<file path="src/hw/rtl/assert_macros.svh">
// Assertion helpers shared by the RTL files.
// Every check is clocked on the rising edge and is switched off while reset is high.
`ifndef ASSERT_MACROS_SVH
`define ASSERT_MACROS_SVH

// Checks a property on every rising clock edge outside reset.
`define ASSERT_CLKD(lbl, clk, rst, prop, msg) \
   lbl: assert property (@(posedge clk) disable iff (rst) prop) else $error(msg);

// Checks that an expression is never true on a rising clock edge outside reset.
`define ASSERT_NEVER(lbl, clk, rst, expr, msg) \
   lbl: assert property (@(posedge clk) disable iff (rst) !(expr)) else $error(msg);

`endif

</file>
<file path="src/hw/rtl/mexp_pkg.sv">
package mexp_pkg;

   // Field widths.
   localparam int unsigned MOD_W    = 31;
   localparam int unsigned BASE_W   = 63;
   localparam int unsigned EXP_IN_W = 31;

   // Number of exponent bits that are scanned.
   localparam int unsigned EXP_BITS = 31;

   // The request carries the exponent plus this offset.
   localparam int unsigned EXP_OFFSET = 2;

   localparam logic [MOD_W-1:0] MOD_RESET = MOD_W'(1000000007);

   localparam int unsigned BIT_CNT_W  = (EXP_BITS > 1) ? $clog2(EXP_BITS) : 1;
   localparam int unsigned STEP_CNT_W = $clog2(BASE_W);

   typedef enum logic [2:0] {
      ST_IDLE,
      ST_REDUCE,
      ST_LOAD,
      ST_MUL,
      ST_UPDATE,
      ST_DONE
   } state_type;

   // Control of the serial modular multipliers.
   typedef struct packed {
      logic load;
      logic step;
   } mm_ctl_type;

endpackage

</file>
<file path="src/hw/rtl/mexp_modmul.sv">
`include "assert_macros.svh"

// Bit-serial interleaved modular multiplier. A load captures the multiplier and
// clears the partial result; each step consumes one multiplier bit, most
// significant first. The multiplicand and the modulus must hold steady while
// stepping, and the multiplicand must be below the modulus.
module mexp_modmul (
   input  logic                        clock,
   input  logic                        reset,
   input  mexp_pkg::mm_ctl_type        ctl,
   input  logic [mexp_pkg::MOD_W-1:0]  a_in,
   input  logic [mexp_pkg::MOD_W-1:0]  b,
   input  logic [mexp_pkg::MOD_W-1:0]  modulus,
   output logic [mexp_pkg::MOD_W-1:0]  r
);
   import mexp_pkg::*;

   logic [MOD_W-1:0] a_ff, a_in_next;
   logic [MOD_W-1:0] r_ff, r_in;
   logic [MOD_W:0]   dbl;
   logic [MOD_W:0]   dbl_red;
   logic [MOD_W:0]   sum;
   logic [MOD_W:0]   sum_red;
   logic [MOD_W:0]   mod_ext;

   assign mod_ext = {1'b0, modulus};

   always_comb begin
      // Double the partial result and bring it back below the modulus.
      dbl     = {r_ff, 1'b0};
      dbl_red = (dbl >= mod_ext) ? (dbl - mod_ext) : dbl;
      // Add the multiplicand when the current multiplier bit is set.
      sum     = dbl_red + (a_ff[MOD_W-1] ? {1'b0, b} : '0);
      sum_red = (sum >= mod_ext) ? (sum - mod_ext) : sum;

      a_in_next = a_ff;
      r_in      = r_ff;
      if (ctl.load) begin
         a_in_next = a_in;
         r_in      = '0;
      end else if (ctl.step) begin
         a_in_next = a_ff << 1;
         r_in      = sum_red[MOD_W-1:0];
      end
   end

   always_ff @(posedge clock) begin
      a_ff <= a_in_next;
      r_ff <= r_in;
   end

   assign r = r_ff;

   `ASSERT_CLKD(a_partial_reduced, clock, reset, ctl.step |-> (r_ff < modulus), "modmul partial result not reduced")

endmodule

</file>
<file path="src/hw/rtl/modular_exponentiation.sv">
// Channel   | Direction | Ports                                            | Meaning
// ----------+-----------+--------------------------------------------------+--------------------
// req       | in        | req_valid, req_ready, req_base_value,            | one request:
//           |           | req_exponent_plus_two                            | base, exponent + 2
// rsp       | out       | rsp_valid, rsp_ready, rsp_power_result           | base^exp mod modulus
// csr       | in        | csr_valid, csr_ready, csr_modulus                | modulus register
//
// A request whose exponent is not positive, or that arrives while the modulus is zero,
// skips the multipliers and goes straight from idle to the done state.
// Any other request first reduces the base one bit at a time, most significant first,
// then for each of the EXP_BITS exponent bits passes through a load state, a multiply phase
// of the two bit-serial modular multipliers and an update state.
// Reset is synchronous and active high; it sets the modulus to 1000000007 and empties the block.
// A new request is accepted as soon as the engine is idle, even while the previous response
// still waits on rsp_ready; the engine only stalls at its end until the output register is free.
`include "assert_macros.svh"

module modular_exponentiation (
   input  logic                           clock,
   input  logic                           reset,

   input  logic                           req_valid,
   output logic                           req_ready,
   input  logic [mexp_pkg::BASE_W-1:0]    req_base_value,
   input  logic [mexp_pkg::EXP_IN_W-1:0]  req_exponent_plus_two,

   output logic                           rsp_valid,
   input  logic                           rsp_ready,
   output logic [mexp_pkg::MOD_W-1:0]     rsp_power_result,

   input  logic                           csr_valid,
   output logic                           csr_ready,
   input  logic [mexp_pkg::MOD_W-1:0]     csr_modulus
);
   import mexp_pkg::*;

   // Control state.
   state_type             state_ff, state_in;
   logic                  rsp_valid_ff;
   logic [MOD_W-1:0]      modulus_ff;

   // Datapath registers.
   logic [BASE_W-1:0]     base_ff, base_in;
   logic [EXP_BITS-1:0]   expo_ff, expo_in;
   logic [MOD_W-1:0]      sq_ff, sq_in;
   logic [MOD_W-1:0]      acc_ff, acc_in;
   logic [STEP_CNT_W-1:0] step_cnt_ff, step_cnt_in;
   logic [BIT_CNT_W-1:0]  bit_cnt_ff, bit_cnt_in;
   logic [MOD_W-1:0]      rsp_power_result_ff;

   // Control outputs of the state machine.
   logic                  rsp_load;
   mm_ctl_type            ctl;

   // Base reduction step and multiplier results.
   logic [MOD_W:0]        red_t;
   logic [MOD_W:0]        red_r;
   logic [MOD_W-1:0]      mul_r;
   logic [MOD_W-1:0]      sqr_r;
   logic                  exp_short;
   logic [EXP_IN_W-1:0]   exp_diff;

   // The effective exponent is at most zero when the request carries 0, 1 or 2.
   assign exp_short = (req_exponent_plus_two <= EXP_IN_W'(EXP_OFFSET));
   assign exp_diff  = req_exponent_plus_two - EXP_IN_W'(EXP_OFFSET);

   // The modulus register can always take a write; writes must only come while idle, which the block does not enforce.
   assign csr_ready = 1'b1;

   // Next state.
   always_comb begin
      state_in = state_ff;
      unique case (state_ff)
         ST_IDLE: begin
            if (req_valid) begin
               if (exp_short || (modulus_ff == '0)) begin
                  state_in = ST_DONE;
               end else begin
                  state_in = ST_REDUCE;
               end
            end
         end
         ST_REDUCE: begin
            if (step_cnt_ff == STEP_CNT_W'(BASE_W - 1)) begin
               state_in = ST_LOAD;
            end
         end
         ST_LOAD: begin
            state_in = ST_MUL;
         end
         ST_MUL: begin
            if (step_cnt_ff == STEP_CNT_W'(MOD_W - 1)) begin
               state_in = ST_UPDATE;
            end
         end
         ST_UPDATE: begin
            if (bit_cnt_ff == BIT_CNT_W'(EXP_BITS - 1)) begin
               state_in = ST_DONE;
            end else begin
               state_in = ST_LOAD;
            end
         end
         ST_DONE: begin
            if (rsp_load) begin
               state_in = ST_IDLE;
            end
         end
         default: begin
            state_in = ST_IDLE;
         end
      endcase
   end

   // State machine outputs.
   always_comb begin
      req_ready = 1'b0;
      ctl       = '0;
      rsp_load  = 1'b0;
      unique case (state_ff)
         ST_IDLE:   req_ready = 1'b1;
         ST_LOAD:   ctl.load  = 1'b1;
         ST_MUL:    ctl.step  = 1'b1;
         ST_DONE:   rsp_load  = !rsp_valid_ff || rsp_ready;
         default: begin
         end
      endcase
   end

   // One step of the base reduction: shift in the next base bit, most significant first,
   // and subtract the modulus once when the partial remainder reaches it.
   assign red_t = {sq_ff, base_ff[BASE_W-1]};
   assign red_r = (red_t >= {1'b0, modulus_ff}) ? (red_t - {1'b0, modulus_ff}) : red_t;

   // Datapath next values.
   always_comb begin
      base_in     = base_ff;
      expo_in     = expo_ff;
      sq_in       = sq_ff;
      acc_in      = acc_ff;
      step_cnt_in = step_cnt_ff;
      bit_cnt_in  = bit_cnt_ff;
      case (state_ff)
         ST_IDLE: begin
            base_in     = req_base_value;
            expo_in     = EXP_BITS'(exp_diff);
            sq_in       = '0;
            step_cnt_in = '0;
            bit_cnt_in  = '0;
            // A zero modulus with a positive exponent has no defined reduction and yields zero.
            if (!exp_short && (modulus_ff == '0)) begin
               acc_in = '0;
            end else begin
               acc_in = MOD_W'(1);
            end
         end
         ST_REDUCE: begin
            sq_in   = red_r[MOD_W-1:0];
            base_in = base_ff << 1;
            if (step_cnt_ff == STEP_CNT_W'(BASE_W - 1)) begin
               step_cnt_in = '0;
            end else begin
               step_cnt_in = step_cnt_ff + STEP_CNT_W'(1);
            end
         end
         ST_LOAD: begin
            step_cnt_in = '0;
         end
         ST_MUL: begin
            step_cnt_in = step_cnt_ff + STEP_CNT_W'(1);
         end
         ST_UPDATE: begin
            // The square advances every bit; the running product only on a set bit.
            sq_in      = sqr_r;
            if (expo_ff[0]) begin
               acc_in = mul_r;
            end
            expo_in    = expo_ff >> 1;
            bit_cnt_in = bit_cnt_ff + BIT_CNT_W'(1);
         end
         default: begin
         end
      endcase
   end

   // Running product times the current square.
   mexp_modmul u_mul (
      .clock   (clock),
      .reset   (reset),
      .ctl     (ctl),
      .a_in    (acc_ff),
      .b       (sq_ff),
      .modulus (modulus_ff),
      .r       (mul_r)
   );

   // Current square times itself.
   mexp_modmul u_sqr (
      .clock   (clock),
      .reset   (reset),
      .ctl     (ctl),
      .a_in    (sq_ff),
      .b       (sq_ff),
      .modulus (modulus_ff),
      .r       (sqr_r)
   );

   always_ff @(posedge clock) begin
      if (reset) begin
         state_ff     <= ST_IDLE;
         rsp_valid_ff <= 1'b0;
         modulus_ff   <= MOD_RESET;
      end else begin
         state_ff <= state_in;
         if (rsp_load) begin
            rsp_valid_ff <= 1'b1;
         end else if (rsp_ready) begin
            rsp_valid_ff <= 1'b0;
         end
         if (csr_valid) begin
            modulus_ff <= csr_modulus;
         end
      end
   end

   always_ff @(posedge clock) begin
      base_ff     <= base_in;
      expo_ff     <= expo_in;
      sq_ff       <= sq_in;
      acc_ff      <= acc_in;
      step_cnt_ff <= step_cnt_in;
      bit_cnt_ff  <= bit_cnt_in;
      if (rsp_load) begin
         rsp_power_result_ff <= acc_ff;
      end
   end

   assign rsp_valid        = rsp_valid_ff;
   assign rsp_power_result = rsp_power_result_ff;

   `ASSERT_CLKD(a_square_reduced, clock, reset, (state_ff == ST_MUL) |-> (sq_ff < modulus_ff), "square not reduced below the modulus")
   `ASSERT_CLKD(a_accept_busy, clock, reset, (req_valid && req_ready) |=> (state_ff != ST_IDLE), "engine idle after accepting a request")
   `ASSERT_NEVER(a_ctl_excl, clock, reset, ctl.load && ctl.step, "multiplier load and step together")

endmodule

</file>
<file path="config.mk">
export PLATFORM = sky130hd
export DESIGN_NAME = modular_exponentiation
export DESIGN_NICKNAME = d
export VERILOG_FILES = /design/src/hw/rtl/mexp_pkg.sv /design/src/hw/rtl/mexp_modmul.sv /design/src/hw/rtl/modular_exponentiation.sv
export VERILOG_INCLUDE_DIRS = /design/src /design/src/hw/rtl
export SDC_FILE = /design/constraint.sdc
export NUM_CORES = 1
export LEC_CHECK = 0
export BUFFER_PORTS_ARGS = -buffer_cell sky130_fd_sc_hd__buf_4
export CAP_MARGIN = 0
export CORE_ASPECT_RATIO = 0.9
export CORE_MARGIN = 5
export CORE_UTILIZATION = 51
export DETAILED_ROUTE_END_ITERATION = 6
export PLACE_DENSITY = 0.79
export SLEW_MARGIN = 15
export SYNTH_ARGS = -nofsm -noshare
export SYNTH_HDL_FRONTEND = slang
export SYNTH_HIERARCHICAL = 1
export SYNTH_SLANG_ARGS = --single-unit
</file>
<file path="constraint.sdc">
create_clock -name clock -period 11.43 [get_ports clock]
set_clock_uncertainty 0.15 [all_clocks]
set_input_delay 3.429 -clock clock [delete_from_list [all_inputs] [get_ports clock]]
set_output_delay 3.429 -clock clock [all_outputs]
set_load 0.03 [all_outputs]
</file>
Word-level counts from Yosys, hierarchy flattened
Index checks and enable logic that the tools add are counted.
{"block": "totals", "register_bits": 357, "inputBits": 130, "elab_cells": 92}
{"block": "op_classes", "add_sub_neg": 10, "order_cmp": 6, "eq_ne": 13, "muxes": 33, "reduce_logical": 16}
{"operator": "2-to-1 mux 31 bit", "n": 10}
{"operator": ">= comparator 32 x 31 -> 1 bit", "n": 5}
{"operator": "case mux 63 bit (2 select lines)", "n": 1}
{"operator": "case mux 31 bit (2 select lines)", "n": 2}
{"operator": "case mux 31 bit (3 select lines)", "n": 1}
{"operator": "subtractor 31 bit", "n": 3}
{"operator": "adder 32 x 31 -> 32 bit", "n": 2}
{"operator": "2-to-1 mux 32 bit", "n": 2}
{"operator": "subtractor 32 x 31 -> 32 bit", "n": 2}
{"operator": "<= comparator 31 x 2 -> 1 bit (second input constant)", "n": 1}
{"operator": "logical NOT 31 bit", "n": 1}
{"operator": "subtractor 31 x 2 -> 31 bit (second input constant)", "n": 1}
{"operator": "2-to-1 mux 3 bit", "n": 6}
{"operator": "case mux 3 bit (6 select lines)", "n": 1}
{"operator": "case mux 6 bit (3 select lines)", "n": 1}
{"operator": "inequality test 2 bit (second input constant)", "n": 5}
{"operator": "case mux 5 bit (2 select lines)", "n": 1}
{"operator": "nonzero test 2 bit", "n": 4}
{"operator": "2-to-1 mux 1 bit", "n": 7}
{"operator": "adder 6 x 1 -> 6 bit (second input constant)", "n": 1}
{"operator": "== test 3 x 2 -> 1 bit (second input constant)", "n": 2}
{"operator": "== test 3 bit (second input constant)", "n": 2}
{"operator": "== test 6 x 5 -> 1 bit (second input constant)", "n": 1}
{"operator": "== test 6 bit (second input constant)", "n": 1}
{"operator": "other kinds (12)", "n": 15}

Logic depth before layout (Yosys ltp)
{"block": "depth", "depth_word": 5, "ltp_mapped": 34}

Hierarchy
Netlist, hierarchy kept.
{"mod": "modular_exponentiation", "n_inst": 1, "cells_per_inst": 1162, "area_per_inst_um2": 11817.6, "seq_area_each_um2": 6646.4}
{"mod": "mexp_modmul at u_mul", "n_inst": 1, "cells_per_inst": 1020, "area_per_inst_um2": 8194.1, "seq_area_each_um2": 1551.5}
{"mod": "mexp_modmul at u_sqr", "n_inst": 1, "cells_per_inst": 1025, "area_per_inst_um2": 8064.0, "seq_area_each_um2": 1551.5}

Least setup slack after synthesis
OpenSTA, ideal clock, no wires.
{"block": "synth_timing", "path_type": "register to register", "startpoint": "register modulus_ff[0]", "endpoint": "register u_sqr.r_ff[22] (netlist: u_sqr/r[22])", "setup_ns": 0.118, "arrival_ns": 7.390, "t_required_ns": 11.162, "path_slack_ns": 3.773, "stages_incl_launch_ff": 31, "period_less_slack_ns": 7.657, "cell_sequence": "dfxtp_1 -> inv_1 -> fa_1 -> a21o_1 -> a221o_1 -> a311o_1 -> a21oi_2 -> a21o_1 -> a21o_1 -> clkbuf_1 -> o21ai_0 -> ha_1 -> o211ai_1 -> o211ai_1 -> nand3_1 -> o21ai_0 -> a21o_1 -> a21oi_1 -> or3b_2 -> o311a_1 -> ha_1 -> nand4_2 -> nor4_2 -> or4b_1 -> nand2_1 -> o41ai_2 -> o2111ai_1 -> a21boi_4 -> nor3b_4 -> or4_1 -> o2111a_1"}
{"block": "synth_between", "elab_chain_cells": 5}
{"element": "start, declared", "line": "modular_exponentiation.sv:40", "text": "logic [MOD_W-1:0] modulus_ff;"}
{"element": "start signal, assigned", "line": "modular_exponentiation.sv:220", "text": "modulus_ff <= csr_modulus;"}
{"element": "subtractor 32 x 31 -> 32 bit or >= comparator 32 x 31 -> 1 bit (tied branches)", "line": "mexp_modmul.sv:31", "text": "dbl_red = (dbl >= mod_ext) ? (dbl - mod_ext) : dbl;"}
{"element": "2-to-1 mux 32 bit", "line": "mexp_modmul.sv:31"}
{"element": "adder 32 x 31 -> 32 bit", "line": "mexp_modmul.sv:33", "text": "sum = dbl_red + (a_ff[MOD_W-1] ? {1'b0, b} : '0);"}
{"element": "subtractor 31 bit or >= comparator 32 x 31 -> 1 bit (tied branches)", "line": "mexp_modmul.sv:34", "text": "sum_red = (sum >= mod_ext) ? (sum - mod_ext) : sum;"}
{"element": "2-to-1 mux 31 bit *", "line": "mexp_modmul.sv:34"}
{"element": "end signal, assigned", "line": "mexp_modmul.sv:49", "text": "r_ff <= r_in;"}
{"element": "end, declared", "line": "mexp_modmul.sv:19", "text": "logic [MOD_W-1:0] r_ff, r_in;"}
Every way passes the cells marked *; elsewhere a longest branch is shown, timed or not.
A chain may end at the register's enable or synchronous reset.

Worst setup path after layout
Same ends and word-level chain as after synthesis.

==> results.ini <==
[status]
status = finished, final reports clean

[synthesis]
postSynthCellCount = 3207
ys_types = 104
syn_nets = 3566
ys_seq_area_frac = 0.347
synth_top_area_frac = 0.278
synth-seq-cells = 357
yosys_warnings = 6
synth_top_area_cell = edfxtp_1
ys.flop_type = edfxtp_1
synth_commonest_cells = nand2_1 (448), edfxtp_1 (260), a21oi_1 (229), nor2_1 (229), ha_1 (222)
yosys-top-cells-area = edfxtp_1 (28%), ha_1 (9.9%), dfxtp_1 (6.9%), nand2_1 (6.0%), xnor2_1 (4.2%)
synthArstFlopShare = 0
syn_area_sq_mm = 0.0281
avgSynthCellArea_sq_um = 8.75
synth_edf_count = 260
yosysMostFrequentCell = nand2_1

[worst_setup_path]
critPathCaptureType = flop
cp_max_fo = 32
arrival_ns = 9.65
crit_family = compound AO/OA/AOI/OAI gates
crit_required_ns = 11.73
cpMostUsedCell = a21o_1
cp_num_buf_inv = 2
path_class = flop to flop
max_stage_delay_ns = 0.63
worstSetupStartpointType = flop
crit_slowest_cell = dfxtp_1

[power_and_ir_drop]
irDropWorstVdd_mv = 0.196
p_seq_frac = 0.204
pwr-share-comb = 0.649
p_int_w = 0.00474
clkPwrFrac = 0.147
switching_power_w = 0.00421
p_per_area_mw_per_mm2 = 287
p_leak_nw = 13.4
switching_share = 0.471

[grt]
grt_pass1_wl_mm = 121
grt.total_usage = 0.246
grt_pass1_vias = 22700
grt_max_degree = 86
met3_usage = 0.0319
grt_use_met2 = 0.386
use_met1 = 0.357
antenna_found_initial = 0
globalRoute.busiestLayer = met2
grt_overflow_total = 0

[layout]
final_cells = 4040
area_growth_syn_to_layout_pct = 11.0
fillers = 4771
diodes = 0
final_nets = 3663
final_util = 0.573
stdcell_area_sq_mm = 0.0312
drive_above_1_share = 0.115

[cts]
cts.hold.buffers_added = 0
tritoncts = built
cts_root_buf = clkbuf_16
clock_path_buffers = 3
postCtsSetupBuffers = 0
clk_pin_slew_ns = 0.06
ctsResizeCount = 0
cts_buffers = 40
cts.sinks = 357
htree_levels = 2
clock_latency_ns = 0.57

[floorplan]
start_util = 0.516
die_area_sq_mm = 0.0598
core_area_sq_mm = 0.0544
ios = 164
die_w_um = 257
die_h_um = 233
num_rows = 81

[placement]
io_buffers = 162
place_congestion = 1.02
place_area_sq_mm = 0.0298
dpl.cell_count = 3967
hpwlAfterDp_mm = 59.7

[sta]
fin_tns_setup_ns = 0
fin_crit_sh = 0.819
post-route-min-period_ns = 9.36
fmax_mhz = 107
finalHoldViolCount = 0
worst-slew-pin-transition_ns = 1.02
slew_headroom = 0.319
rsz0062_at_grt = no
setup_viol = 0
drv_slew = 0

[routing]
vias_per_cell = 6.03
wire_per_inst_um = 19.0
drt_iter0_drc = 2356
drt_first_pass_iters = 6
wirelength_mm = 76.9
remaining_drc_errors = 0
num_vias = 24400
antenna_left = 0

[worst_hold_path]
min_path_type = flop to flop

[job]
max-cap-violations = 0

per-layer routing:
layer | vias up | share of wire
li1 | 11900 | -
met1 | 11400 | 0.46
met2 | 902 | 0.44
met3 | 137 | 0.070
met4 | 0 | 0.031
met5 | - | 0
state kept, by name, indices dropped and copies added, names as in the netlist:
register / flops
base_ff: 63
acc_ff: 31
expo_ff: 31
modulus_ff: 31
rsp_power_result: 31
sq_ff: 31
u_mul/a_ff: 31
u_mul/r: 31
u_sqr/a_ff: 31
u_sqr/r: 31
step_cnt_ff: 6
bit_cnt_ff: 5
state_ff: 3
rsp_valid: 1
area by class of cell:
| cell class | count | area (sq um) | area share |
|---|---|---|---|
| flip-flops and latches | 357 | 9750 | 0.313 |
| multi-input cells | 2545 | 17200 | 0.551 |
| well taps | 705 | 882 | 0.0283 |
| repair buffers | 182 | 1370 | 0.0438 |
| clock inverters | 17 | 229 | 0.00734 |
| clock buffers | 56 | 1100 | 0.0353 |
| inverters | 178 | 668 | 0.0214 |
cells in the final DEF, fill, tap and decap left out, types with 13 or more instances in the layout:
| cell | count |
|---|---|
| a211oi_1 | 40 |
| a21o_1 | 73 |
| a21oi_1 | 228 |
| a311oi_1 | 26 |
| a31oi_1 | 16 |
| a32oi_1 | 14 |
| and2_1 | 81 |
| and3_1 | 46 |
| buf_4 | 182 |
| clkbuf_16 | 40 |
| dfxtp_1 | 97 |
| edfxtp_1 | 260 |
| ha_1 | 222 |
| inv_1 | 177 |
| mux2_2 | 76 |
| mux2i_1 | 52 |
| nand2_1 | 448 |
| nand2b_1 | 30 |
| nand3_1 | 62 |
| nand4_1 | 36 |
| nor2_1 | 225 |
| nor2b_1 | 21 |
| nor3_1 | 48 |
| nor4_1 | 25 |
| o211ai_1 | 38 |
| o21a_1 | 31 |
| o21ai_0 | 216 |
| o21bai_1 | 24 |
| o31ai_1 | 17 |
| or2_2 | 13 |
| or3_1 | 19 |
| xnor2_1 | 136 |
| xor2_1 | 68 |
kinds of logic after synthesis:
kind of cell	count (synthesis)	synth area share
and+or+nand+nor	1117	0.189
AOI/OAI and AO/OA	865	0.204
DFF	357	0.347
buffers and inverters	305	0.0426
adders and majority gates	229	0.104
xor gates and xnor gates	204	0.0636
muxes	129	0.0494
other	1	0.000134
final timing paths:
path	start	to	cells past startpoint	slack, ns
worst max-delay path	modulus_ff[0]	u_sqr/r[22]	30	2.07
worst min-delay path	acc_ff[4]	rsp_power_result[4]	0	0.29
worst max register to register	modulus_ff[0]	u_sqr/r[22]	30	2.07
worst min register to register	acc_ff[4]	rsp_power_result[4]	0	0.29
power groups by stage:
stage          Combinational (W)  Clock, W  Sequential (W)
2_1_floorplan            0.00454         0         0.00174
3_3_place_gp             0.00557         0         0.00184
3_5_place_dp             0.00563         0         0.00184
4_1_cts                  0.00567   0.00134         0.00182
5_1_grt                  0.00638   0.00139         0.00185
6_report                 0.00580   0.00131         0.00183
through the flow:
step                      total power [W]  hold slack [ns]  worst slack [ns]
after floorplan                   0.00628            0.268              3.77
after global placement            0.00741            0.274              2.41
after detailed placement          0.00748            0.278              2.21
after CTS                         0.00883            0.294              2.16
after global routing              0.00962            0.302              1.43
final                             0.00894            0.293              2.07
worst reg2reg max path, delay by kind of cell, from the launching register on:
family / cells / cell delay (ns)
compound gates: 17 / 4.21
simple gates: 8 / 2.51
fa+ha+maj: 3 / 1.28
flops: 1 / 0.63
buf+inv: 2 / 0.46
Note: power is estimated with default switching activity, not from simulation.
